File: config.mk
export PLATFORM = sky130hd
export DESIGN_NAME = direct_linear_convolution
export DESIGN_NICKNAME = d
export VERILOG_FILES = /design/src/rtl/dlc_pkg.sv /design/src/rtl/direct_linear_convolution.sv /design/src/rtl/dlc_fifo.sv /design/src/rtl/dlc_front.sv /design/src/rtl/dlc_back.sv
export SDC_FILE = /design/constraint.sdc
export NUM_CORES = 2
export LEC_CHECK = 0
export ABC_AREA = 1
export BUFFER_PORTS_ARGS = -buffer_cell sky130_fd_sc_hd__buf_2
export CAP_MARGIN = 20
export CELL_PAD_IN_SITES_DETAIL_PLACEMENT = 1
export CELL_PAD_IN_SITES_GLOBAL_PLACEMENT = 1
export CORE_UTILIZATION = 52
export DETAILED_ROUTE_END_ITERATION = 10
export PLACE_DENSITY_LB_ADDON = 0.15
export SYNTH_ARGS = -nofsm -noshare
export SYNTH_HDL_FRONTEND = slang
export SYNTH_SLANG_ARGS = --single-unit
File: constraint.sdc
create_clock -name clock -period 6.3 [get_ports clock]
set_clock_uncertainty 0.2 [all_clocks]
set_input_delay 0.63 -clock clock [delete_from_list [all_inputs] [get_ports clock]]
set_output_delay 0.63 -clock clock [all_outputs]
set_load 0.03 [all_outputs]
File: src/rtl/dlc_pkg.sv
package dlc_pkg;

   // fixed field widths
   localparam int SAMPLE_W = 16;
   localparam int INDEX_W  = 5;
   localparam int TAPS_W   = 6;
   localparam int OUT_W    = 37;
   localparam int PROD_W   = 2 * SAMPLE_W;

   // command codes carried in the cmd field
   localparam logic OP_COEF   = 1'b0;
   localparam logic OP_SAMPLE = 1'b1;

   // tap count after reset
   localparam logic [TAPS_W-1:0] TAP_COUNT_RESET = 6'd32;

   // input item as it arrives
   typedef struct packed {
      logic                       cmd;
      logic [INDEX_W-1:0]         coef_index;
      logic signed [SAMPLE_W-1:0] value;
      logic                       last_in;
   } req_type;

   // result item
   typedef struct packed {
      logic signed [OUT_W-1:0] sample_out;
      logic                    last_out;
   } rsp_type;

   // classified command between front and back
   typedef struct packed {
      logic                       op;
      logic [INDEX_W-1:0]         index;
      logic signed [SAMPLE_W-1:0] value;
      logic                       last;
   } cmd_type;

endpackage

File: src/rtl/direct_linear_convolution.sv
// channel   ports                           handshake
// input     push, full, req_data            taken when push and not full
// result    empty, pop, rsp_data            taken when pop and not empty
// control   csr_we, csr_wdata               tap count written when csr_we
//
// a coefficient item is written to the coefficient table in the back end
// a sample item and each tail output are computed by
// the single multiply-accumulate that walks one tap per cycle
// reset clears the coefficient valid bits and delay line fill count at once
// a full result queue stalls the back end; the command queue absorbs input meanwhile
module direct_linear_convolution #(
   parameter int MAX_TAPS = 32
) (
   input  logic                       clock,
   input  logic                       reset,
   input  logic                       push,
   output logic                       full,
   input  dlc_pkg::req_type           req_data,
   output logic                       empty,
   input  logic                       pop,
   output dlc_pkg::rsp_type           rsp_data,
   input  logic                       csr_we,
   input  logic [dlc_pkg::TAPS_W-1:0] csr_wdata
);

   logic [dlc_pkg::TAPS_W-1:0]      tap_count_ff, tap_count_in;
   logic                            cmd_empty;
   logic                            cmd_pop;
   dlc_pkg::cmd_type                cmd_data;
   logic                            res_full;
   logic                            res_push;
   dlc_pkg::rsp_type                res_data;
   logic [$bits(dlc_pkg::rsp_type)-1:0] rsp_raw;

   // tap count register
   assign tap_count_in = csr_we ? csr_wdata : tap_count_ff;
   always_ff @(posedge clock) begin
      if (reset) begin
         tap_count_ff <= dlc_pkg::TAP_COUNT_RESET;
      end else begin
         tap_count_ff <= tap_count_in;
      end
   end

   // accept and classify
   dlc_front #(
      .MAX_TAPS (MAX_TAPS)
   ) u_front (
      .clock     (clock),
      .reset     (reset),
      .push      (push),
      .full      (full),
      .req_data  (req_data),
      .cmd_pop   (cmd_pop),
      .cmd_empty (cmd_empty),
      .cmd_data  (cmd_data)
   );

   // filter arithmetic
   dlc_back #(
      .MAX_TAPS (MAX_TAPS)
   ) u_back (
      .clock     (clock),
      .reset     (reset),
      .tap_count (tap_count_ff),
      .cmd_empty (cmd_empty),
      .cmd_pop   (cmd_pop),
      .cmd_data  (cmd_data),
      .res_full  (res_full),
      .res_push  (res_push),
      .res_data  (res_data)
   );

   // result queue
   dlc_fifo #(
      .WIDTH ($bits(dlc_pkg::rsp_type)),
      .DEPTH (2)
   ) u_rsp_fifo (
      .clock   (clock),
      .reset   (reset),
      .push    (res_push),
      .wr_data (res_data),
      .full    (res_full),
      .pop     (pop),
      .rd_data (rsp_raw),
      .empty   (empty)
   );

   assign rsp_data = dlc_pkg::rsp_type'(rsp_raw);

endmodule

File: src/rtl/dlc_fifo.sv
module dlc_fifo #(
   parameter int WIDTH = 8,
   parameter int DEPTH = 4
) (
   input  logic             clock,
   input  logic             reset,
   input  logic             push,
   input  logic [WIDTH-1:0] wr_data,
   output logic             full,
   input  logic             pop,
   output logic [WIDTH-1:0] rd_data,
   output logic             empty
);

   localparam int AW = (DEPTH > 1) ? $clog2(DEPTH) : 1;
   localparam int CW = $clog2(DEPTH + 1);

   logic [WIDTH-1:0] mem_ff [DEPTH];
   logic [AW-1:0]    wr_ptr_ff, wr_ptr_in;
   logic [AW-1:0]    rd_ptr_ff, rd_ptr_in;
   logic [CW-1:0]    count_ff, count_in;
   logic             do_push, do_pop;

   // status and head of queue
   assign full    = (count_ff == CW'(DEPTH));
   assign empty   = (count_ff == '0);
   assign rd_data = mem_ff[rd_ptr_ff];
   assign do_push = push && !full;
   assign do_pop  = pop && !empty;

   // pointer and count update
   always_comb begin
      wr_ptr_in = wr_ptr_ff;
      rd_ptr_in = rd_ptr_ff;
      count_in  = count_ff;
      if (do_push) begin
         wr_ptr_in = (wr_ptr_ff == AW'(DEPTH - 1)) ? '0 : wr_ptr_ff + AW'(1);
      end
      if (do_pop) begin
         rd_ptr_in = (rd_ptr_ff == AW'(DEPTH - 1)) ? '0 : rd_ptr_ff + AW'(1);
      end
      if (do_push && !do_pop) begin
         count_in = count_ff + CW'(1);
      end else if (do_pop && !do_push) begin
         count_in = count_ff - CW'(1);
      end
   end

   always_ff @(posedge clock) begin
      if (reset) begin
         wr_ptr_ff <= '0;
         rd_ptr_ff <= '0;
         count_ff  <= '0;
      end else begin
         wr_ptr_ff <= wr_ptr_in;
         rd_ptr_ff <= rd_ptr_in;
         count_ff  <= count_in;
      end
   end

   // storage
   always_ff @(posedge clock) begin
      if (do_push) begin
         mem_ff[wr_ptr_ff] <= wr_data;
      end
   end

endmodule

File: src/rtl/dlc_front.sv
module dlc_front #(
   parameter int MAX_TAPS = 32
) (
   input  logic             clock,
   input  logic             reset,
   input  logic             push,
   output logic             full,
   input  dlc_pkg::req_type req_data,
   input  logic             cmd_pop,
   output logic             cmd_empty,
   output dlc_pkg::cmd_type cmd_data
);

   dlc_pkg::cmd_type                cmd_wr;
   logic [$bits(dlc_pkg::cmd_type)-1:0] cmd_rd;
   logic                            accept;
   logic                            keep;

   // classify: samples always go on, coefficient writes only inside the table
   assign accept = push && !full;
   always_comb begin
      cmd_wr.op    = req_data.cmd;
      cmd_wr.index = req_data.coef_index;
      cmd_wr.value = req_data.value;
      cmd_wr.last  = req_data.last_in;
      keep = accept && ((req_data.cmd == dlc_pkg::OP_SAMPLE)
                        || (int'(req_data.coef_index) < MAX_TAPS));
   end

   // short command queue towards the back end
   dlc_fifo #(
      .WIDTH ($bits(dlc_pkg::cmd_type)),
      .DEPTH (4)
   ) u_cmd_fifo (
      .clock   (clock),
      .reset   (reset),
      .push    (keep),
      .wr_data (cmd_wr),
      .full    (full),
      .pop     (cmd_pop),
      .rd_data (cmd_rd),
      .empty   (cmd_empty)
   );

   assign cmd_data = dlc_pkg::cmd_type'(cmd_rd);

endmodule

File: src/rtl/dlc_back.sv
module dlc_back #(
   parameter int MAX_TAPS = 32
) (
   input  logic                           clock,
   input  logic                           reset,
   input  logic [dlc_pkg::TAPS_W-1:0]     tap_count,
   input  logic                           cmd_empty,
   output logic                           cmd_pop,
   input  dlc_pkg::cmd_type               cmd_data,
   input  logic                           res_full,
   output logic                           res_push,
   output dlc_pkg::rsp_type               res_data
);

   localparam int AW    = (MAX_TAPS > 1) ? $clog2(MAX_TAPS) : 1;
   localparam int TC_W  = $clog2(MAX_TAPS + 1);
   localparam int CMP_W = (TC_W > dlc_pkg::TAPS_W) ? TC_W : dlc_pkg::TAPS_W;
   localparam int SW    = dlc_pkg::SAMPLE_W;
   localparam int OW    = dlc_pkg::OUT_W;
   localparam int PW    = dlc_pkg::PROD_W;

   localparam logic [1:0] ST_IDLE  = 2'd0;
   localparam logic [1:0] ST_RUN   = 2'd1;
   localparam logic [1:0] ST_DRAIN = 2'd2;
   localparam logic [1:0] ST_EMIT  = 2'd3;

   // sequencer state
   logic [1:0]          state_ff, state_in;
   logic [AW-1:0]       head_ff, head_in;
   logic [TC_W-1:0]     fill_ff, fill_in;
   logic [TC_W-1:0]     taps_ff, taps_in;
   logic [TC_W-1:0]     tail_ff, tail_in;
   logic                pend_last_ff, pend_last_in;
   logic [TC_W-1:0]     j_ff, j_in;
   logic [AW-1:0]       dptr_ff, dptr_in;
   logic [AW-1:0]       cptr_ff, cptr_in;
   logic [MAX_TAPS-1:0] coef_valid_ff, coef_valid_in;

   // multiply-accumulate pipeline
   logic                 rd_v_ff, rd_v_in;
   logic                 rd_dv_ff, rd_dv_in;
   logic signed [SW-1:0] coef_q_ff, dl_q_ff;
   logic                 coef_hit_ff;
   logic signed [PW-1:0] mul_ff, mul_in;
   logic                 mul_v_ff;
   logic signed [OW-1:0] acc_ff, acc_in;

   // coefficient table and circular delay line
   logic signed [SW-1:0] coef_mem [MAX_TAPS];
   logic signed [SW-1:0] dl_mem [MAX_TAPS];

   logic [CMP_W-1:0]     tc_ext;
   logic [TC_W-1:0]      act_taps;
   logic [TC_W-1:0]      start_taps;
   logic [AW-1:0]        head_next;
   logic                 coef_wr;
   logic                 dl_wr;
   logic signed [SW-1:0] dl_wdata;
   logic                 start;

   // taps in use: zero counts as one, anything above the table as the table
   always_comb begin
      tc_ext = CMP_W'(tap_count);
      if (tc_ext == '0) begin
         act_taps = TC_W'(1);
      end else if (tc_ext > CMP_W'(MAX_TAPS)) begin
         act_taps = TC_W'(MAX_TAPS);
      end else begin
         act_taps = TC_W'(tc_ext);
      end
   end

   assign head_next = (head_ff == AW'(MAX_TAPS - 1)) ? '0 : head_ff + AW'(1);

   // sequencer
   always_comb begin
      state_in      = state_ff;
      head_in       = head_ff;
      fill_in       = fill_ff;
      taps_in       = taps_ff;
      tail_in       = tail_ff;
      pend_last_in  = pend_last_ff;
      j_in          = j_ff;
      dptr_in       = dptr_ff;
      cptr_in       = cptr_ff;
      coef_valid_in = coef_valid_ff;
      acc_in        = acc_ff;
      rd_v_in       = 1'b0;
      rd_dv_in      = 1'b0;
      cmd_pop       = 1'b0;
      res_push      = 1'b0;
      coef_wr       = 1'b0;
      dl_wr         = 1'b0;
      dl_wdata      = '0;
      start         = 1'b0;
      start_taps    = taps_ff;
      res_data.sample_out = acc_ff;
      res_data.last_out   = pend_last_ff && (tail_ff == '0);

      if (mul_v_ff) begin
         acc_in = acc_ff + OW'(mul_ff);
      end

      case (state_ff)
         ST_IDLE: begin
            if (!cmd_empty) begin
               cmd_pop = 1'b1;
               if (cmd_data.op == dlc_pkg::OP_COEF) begin
                  coef_wr = 1'b1;
                  coef_valid_in[AW'(cmd_data.index)] = 1'b1;
               end else begin
                  dl_wr        = 1'b1;
                  dl_wdata     = cmd_data.value;
                  taps_in      = act_taps;
                  pend_last_in = cmd_data.last;
                  tail_in      = cmd_data.last ? act_taps - TC_W'(1) : '0;
                  start        = 1'b1;
                  start_taps   = act_taps;
               end
            end
         end
         ST_RUN: begin
            rd_v_in  = 1'b1;
            rd_dv_in = (j_ff < fill_ff);
            dptr_in  = (dptr_ff == '0) ? AW'(MAX_TAPS - 1) : dptr_ff - AW'(1);
            cptr_in  = cptr_ff - AW'(1);
            j_in     = j_ff + TC_W'(1);
            if (j_ff == taps_ff - TC_W'(1)) begin
               state_in = ST_DRAIN;
            end
         end
         ST_DRAIN: begin
            if (!rd_v_ff && !mul_v_ff) begin
               state_in = ST_EMIT;
            end
         end
         ST_EMIT: begin
            if (!res_full) begin
               res_push = 1'b1;
               if (tail_ff != '0) begin
                  // flush a tail output: shift in a zero sample
                  tail_in = tail_ff - TC_W'(1);
                  dl_wr   = 1'b1;
                  start   = 1'b1;
               end else begin
                  if (pend_last_ff) begin
                     fill_in = '0;
                  end
                  state_in = ST_IDLE;
               end
            end
         end
         default: begin
            state_in = ST_IDLE;
         end
      endcase

      // shift into the delay line
      if (dl_wr) begin
         head_in = head_next;
         fill_in = (fill_ff == TC_W'(MAX_TAPS)) ? fill_ff : fill_ff + TC_W'(1);
      end

      // begin a walk over the taps for a new output
      if (start) begin
         state_in = ST_RUN;
         dptr_in  = head_next;
         cptr_in  = AW'(start_taps - TC_W'(1));
         j_in     = '0;
         acc_in   = '0;
      end
   end

   // product of the read stage, zero for entries never written
   always_comb begin
      mul_in = coef_q_ff * dl_q_ff;
      if (!(rd_dv_ff && coef_hit_ff)) begin
         mul_in = '0;
      end
   end

   // control registers
   always_ff @(posedge clock) begin
      if (reset) begin
         state_ff      <= ST_IDLE;
         head_ff       <= '0;
         fill_ff       <= '0;
         coef_valid_ff <= '0;
         rd_v_ff       <= 1'b0;
         mul_v_ff      <= 1'b0;
      end else begin
         state_ff      <= state_in;
         head_ff       <= head_in;
         fill_ff       <= fill_in;
         coef_valid_ff <= coef_valid_in;
         rd_v_ff       <= rd_v_in;
         mul_v_ff      <= rd_v_ff;
      end
   end

   // datapath registers
   always_ff @(posedge clock) begin
      taps_ff      <= taps_in;
      tail_ff      <= tail_in;
      pend_last_ff <= pend_last_in;
      j_ff         <= j_in;
      dptr_ff      <= dptr_in;
      cptr_ff      <= cptr_in;
      rd_dv_ff     <= rd_dv_in;
      mul_ff       <= mul_in;
      acc_ff       <= acc_in;
      coef_hit_ff  <= coef_valid_ff[cptr_ff];
   end

   // memories, registered read
   always_ff @(posedge clock) begin
      if (coef_wr) begin
         coef_mem[AW'(cmd_data.index)] <= cmd_data.value;
      end
      if (dl_wr) begin
         dl_mem[head_next] <= dl_wdata;
      end
      coef_q_ff <= coef_mem[cptr_ff];
      dl_q_ff   <= dl_mem[dptr_ff];
   end

   // checks
   a_last_clears: assert property (@(posedge clock) disable iff (reset)
      (res_push && res_data.last_out) |=> (fill_ff == '0))
      else $error("delay line not cleared after final item");

   a_emit_drained: assert property (@(posedge clock) disable iff (reset)
      (state_ff == ST_EMIT) |-> (!rd_v_ff && !mul_v_ff))
      else $error("result taken before accumulation finished");

   a_walk_bound: assert property (@(posedge clock) disable iff (reset)
      (state_ff == ST_RUN) |-> (j_ff < taps_ff))
      else $error("tap walk ran past tap count");

   a_tail_restart: assert property (@(posedge clock) disable iff (reset)
      (res_push && (tail_ff != '0)) |=> ((state_ff == ST_RUN) && (acc_ff == '0)))
      else $error("tail output did not restart the walk");

   a_fill_bound: assert property (@(posedge clock) disable iff (reset)
      fill_ff <= TC_W'(MAX_TAPS))
      else $error("delay line fill beyond depth");

endmodule
==> reports/qor.yml <==
route:
  wl_met2_um: 95100
  via_count: 46800
  wl_per_cell_um: 24.9
  met1Wirelength_um: 82700
  wirelength_um: 197000
  highest-signal-layer: "met5"
  avgViaCountPerCell: 5.92
  ant_nets: 0
  dr_wl_met3_um: 12800
  drt-pass1-iter-count: 5
  drc_errors: 0
  drt_iter0_drc: 4080
place:
  place_area_um2: 69100
  portBuffers: 73
  place_hpwl_um: 126000
  placed_cells: 7605
  gp_congestion: 0.904
worst_hold_path:
  min_from: "csr_we"
  min_to: "tap_count_ff[0]"
  hold_depth: 3
  min_path_type: "primary input to register"
timing:
  hold_viol_final: 0
  timing.fmax_mhz: 165
  finalCritPeriodShare: 0.963
  relSlewSlack: 0.0758
  finalSetupViolCount: 0
  final.min_clock_period_ns: 6.07
  drv_slew: 0
  max_slew.worst_pin.slew_ns: 1.39
floorplan:
  die-area_um2: 130000
  die_width_um: 360
  num_io_pins: 74
  die_h_um: 360
  core_um2: 127000
  initial_core_util: 0.524
  rows: 131
clocking:
  cts_tree: "built"
  cts_buffers: 148
  clk_path_buf_depth: 3
  h-tree-depth: 4
  insertion_delay_ns: 0.81
  cts_root_buffer: "clkbuf_16"
  path_clk_slew_ns: 0.06
  clock-sinks: 1391
worst_setup_path:
  reg2reg_from: "u_back.dl_q_ff[1]"
  worstSetupStartpointType: "register"
  end_kind: "register"
  reg2reg_depth: 21
  crit_type: "register to register"
  crit_fanout: 13
  rrSetupSlack_ns: 0.23
  cp.arrival_ns: 6.55
  r2r_end: "u_back.mul_ff[31]"
  critPathRequiredTime_ns: 6.78
final_layout:
  fin_util: 0.584
  final_cells: 7915
  multi_input_area_um2: 23000
  drive_gt1_frac: 0.0952
  area_growth_pct: 11.5
  nets: 6575
  fillers: 13100
  regArea_um2: 40000
  design_area_um2: 74400
logic_synthesis:
  synth_seq_cells: 1391
  syn_avg_cell_area_um2: 11.0
  yosysWarnings: 0
  seq_area_frac_synth: 0.599
  syn_area_um2: 66700
  synth-async-reset-ratio: 0
  syn_nets: 6493
  synth.distinct_cells: 51
  syn_inst: 6050
  synth_edf_count: 1210
  synth_flop_cell: "edfxtp_1"
job:
  maxCapViolations: 0
global_route:
  grt_pass1_vias: 49300
  grt.total_usage: 0.302
  grt_max_degree: 165
  grt-ovfl-total: 0
  grt_first_pass_wirelength_um: 296000
  antenna_found_initial: 4
outcome:
  status: "completed"
-- cell families (layout without fill, tap and decap cells) --
kind of cell / Yosys count / after routing / synth area share
AOI/OAI and AO/OA: 1266 / 1266 / 0.110
xor gates and xnor gates: 44 / 44 / 0.00578
adders and majority gates: 409 / 409 / 0.106
buffers and inverters: 1000 / 1201 / 0.0589
DFF: 1391 / 1391 / 0.599
muxes: 38 / 38 / 0.00641
other: 0 / 2 / 0
and+or+nand+nor: 1902 / 1902 / 0.113
-- layer usage --
layer / global-route usage / up-vias
met5: 0 / -
met4: 0.105 / 6
met3: 0.0480 / 346
met2: 0.503 / 1663
met1: 0.402 / 23900
li1: - / 20900
-- critical path: stages (launching register included) --
cell	delay, ns
dfxtp_1	0.48
buf_4	0.27
nand2_1	0.14
fa_1	0.58
fa_1	0.52
fa_1	0.53
inv_1	0.06
fa_1	0.46
fa_1	0.51
inv_1	0.05
fa_1	0.47
inv_1	0.04
ha_1	0.36
a21o_1	0.23
a31oi_1	0.23
nand2_1	0.14
nand2_1	0.10
nand3_1	0.15
a21oi_1	0.22
nand2_1	0.07
nand2_1	0.06
nor2_1	0.05
-- layout by cell type (no fill, tap or decap), types with 35 or more instances in the layout --
cell,instances
nand3_1,125
clkbuf_16,151
buf_4,135
inv_1,649
edfxtp_1,1210
nand2_1,815
nor2_2,35
dfxtp_1,174
mux2_2,38
ha_1,145
o221ai_1,150
o21ai_0,616
buf_2,73
a21oi_1,222
fa_1,264
o22ai_1,152
nor2_1,855
-- how the worst max path moves through the flow --
stage | from | endpoint | cells past startpoint | slack (ns)
floorplan | u_back.dl_q_ff[2] | u_back.mul_ff[29] | 20 | 0.44
CTS | u_back.dl_q_ff[3] | u_back.mul_ff[30] | 18 | 0.14
global placement | u_back.dl_q_ff[3] | u_back.mul_ff[30] | 17 | 0.35
finish | u_back.dl_q_ff[1] | u_back.mul_ff[31] | 21 | 0.23
global route | u_back.dl_q_ff[1] | u_back.mul_ff[22] | 20 | -0.05
detailed placement | u_back.dl_q_ff[3] | u_back.mul_ff[30] | 17 | 0.17
-- what timing repair did --
| item | in CTS | in global routing |
|---|---|---|
| endpoints found under the hold margin | 98 | 0 |
| resized for setup | 0 | 6 |
| buffers inserted | 0 | 2 |
| endpoints found under the setup margin | 0 | 7 |
| hold buffers | 34 | 0 |
-- layout make-up --
class | count | share of cell area
flip-flops and latches | 1391 | 0.537
inverters | 679 | 0.0345
clock buffers | 188 | 0.0535
repair buffers | 253 | 0.0258
multi-input cells | 3659 | 0.309
well taps | 1662 | 0.0279
clock inverters | 81 | 0.0117
diodes | 2 | 0.0000673
-- per-stage QoR --
step | hold slack (ns) | setup WS [ns] | TNS, ns
global route | 0.0763 | -0.0514 | -0.106
CTS | 0.00911 | 0.140 | 0
detailed placement | 0.235 | 0.170 | 0
floorplan | 0.210 | 0.442 | 0
global placement | 0.213 | 0.346 | 0
finish | 0.0576 | 0.233 | 0
-- registers in the layout, summed over array words and instances, names as in the netlist, 2 cells and up, named ones only --
register	count
u_back.coef_mem	512
u_back.dl_mem	512
u_front.u_cmd_fifo.mem_ff	92
u_rsp_fifo.mem_ff	76
u_back.acc_ff	37
u_back.coef_valid_ff	32
u_back.mul_ff	32
u_back.coef_q_ff	16
u_back.dl_q_ff	16
tap_count_ff	6
u_back.fill_ff	6
u_back.j_ff	6
u_back.tail_ff	6
u_back.taps_ff	6
u_back.cptr_ff	5
u_back.dptr_ff	5
u_back.head_ff	5
u_front.u_cmd_fifo.count_ff	3
u_back.state_ff	2
u_front.u_cmd_fifo.rd_ptr_ff	2
u_front.u_cmd_fifo.wr_ptr_ff	2
u_rsp_fifo.count_ff	2
-- Yosys cell counts (20+ instances only) --
cell	n	area share
mux2_2	38	0.0064
o21ai_0	616	0.046
o221ai_1	150	0.020
nand3_1	125	0.0094
a31oi_1	22	0.0021
o21ai_1	31	0.0023
dfxtp_1	181	0.054
clkbuf_1	223	0.013
o22ai_1	152	0.014
xor2_1	27	0.0035
buf_2	65	0.0049
nand2_1	815	0.046
inv_1	652	0.037
ha_1	145	0.027
inv_2	23	0.0013
fa_1	264	0.079
nand4_1	20	0.0019
edfxtp_1	1210	0.54
a21oi_1	222	0.017
nor2_1	877	0.049
Power is left out: the tool's default activity adds up to more than one toggle a clock period on the data nets, which glitch-free logic cannot reach.
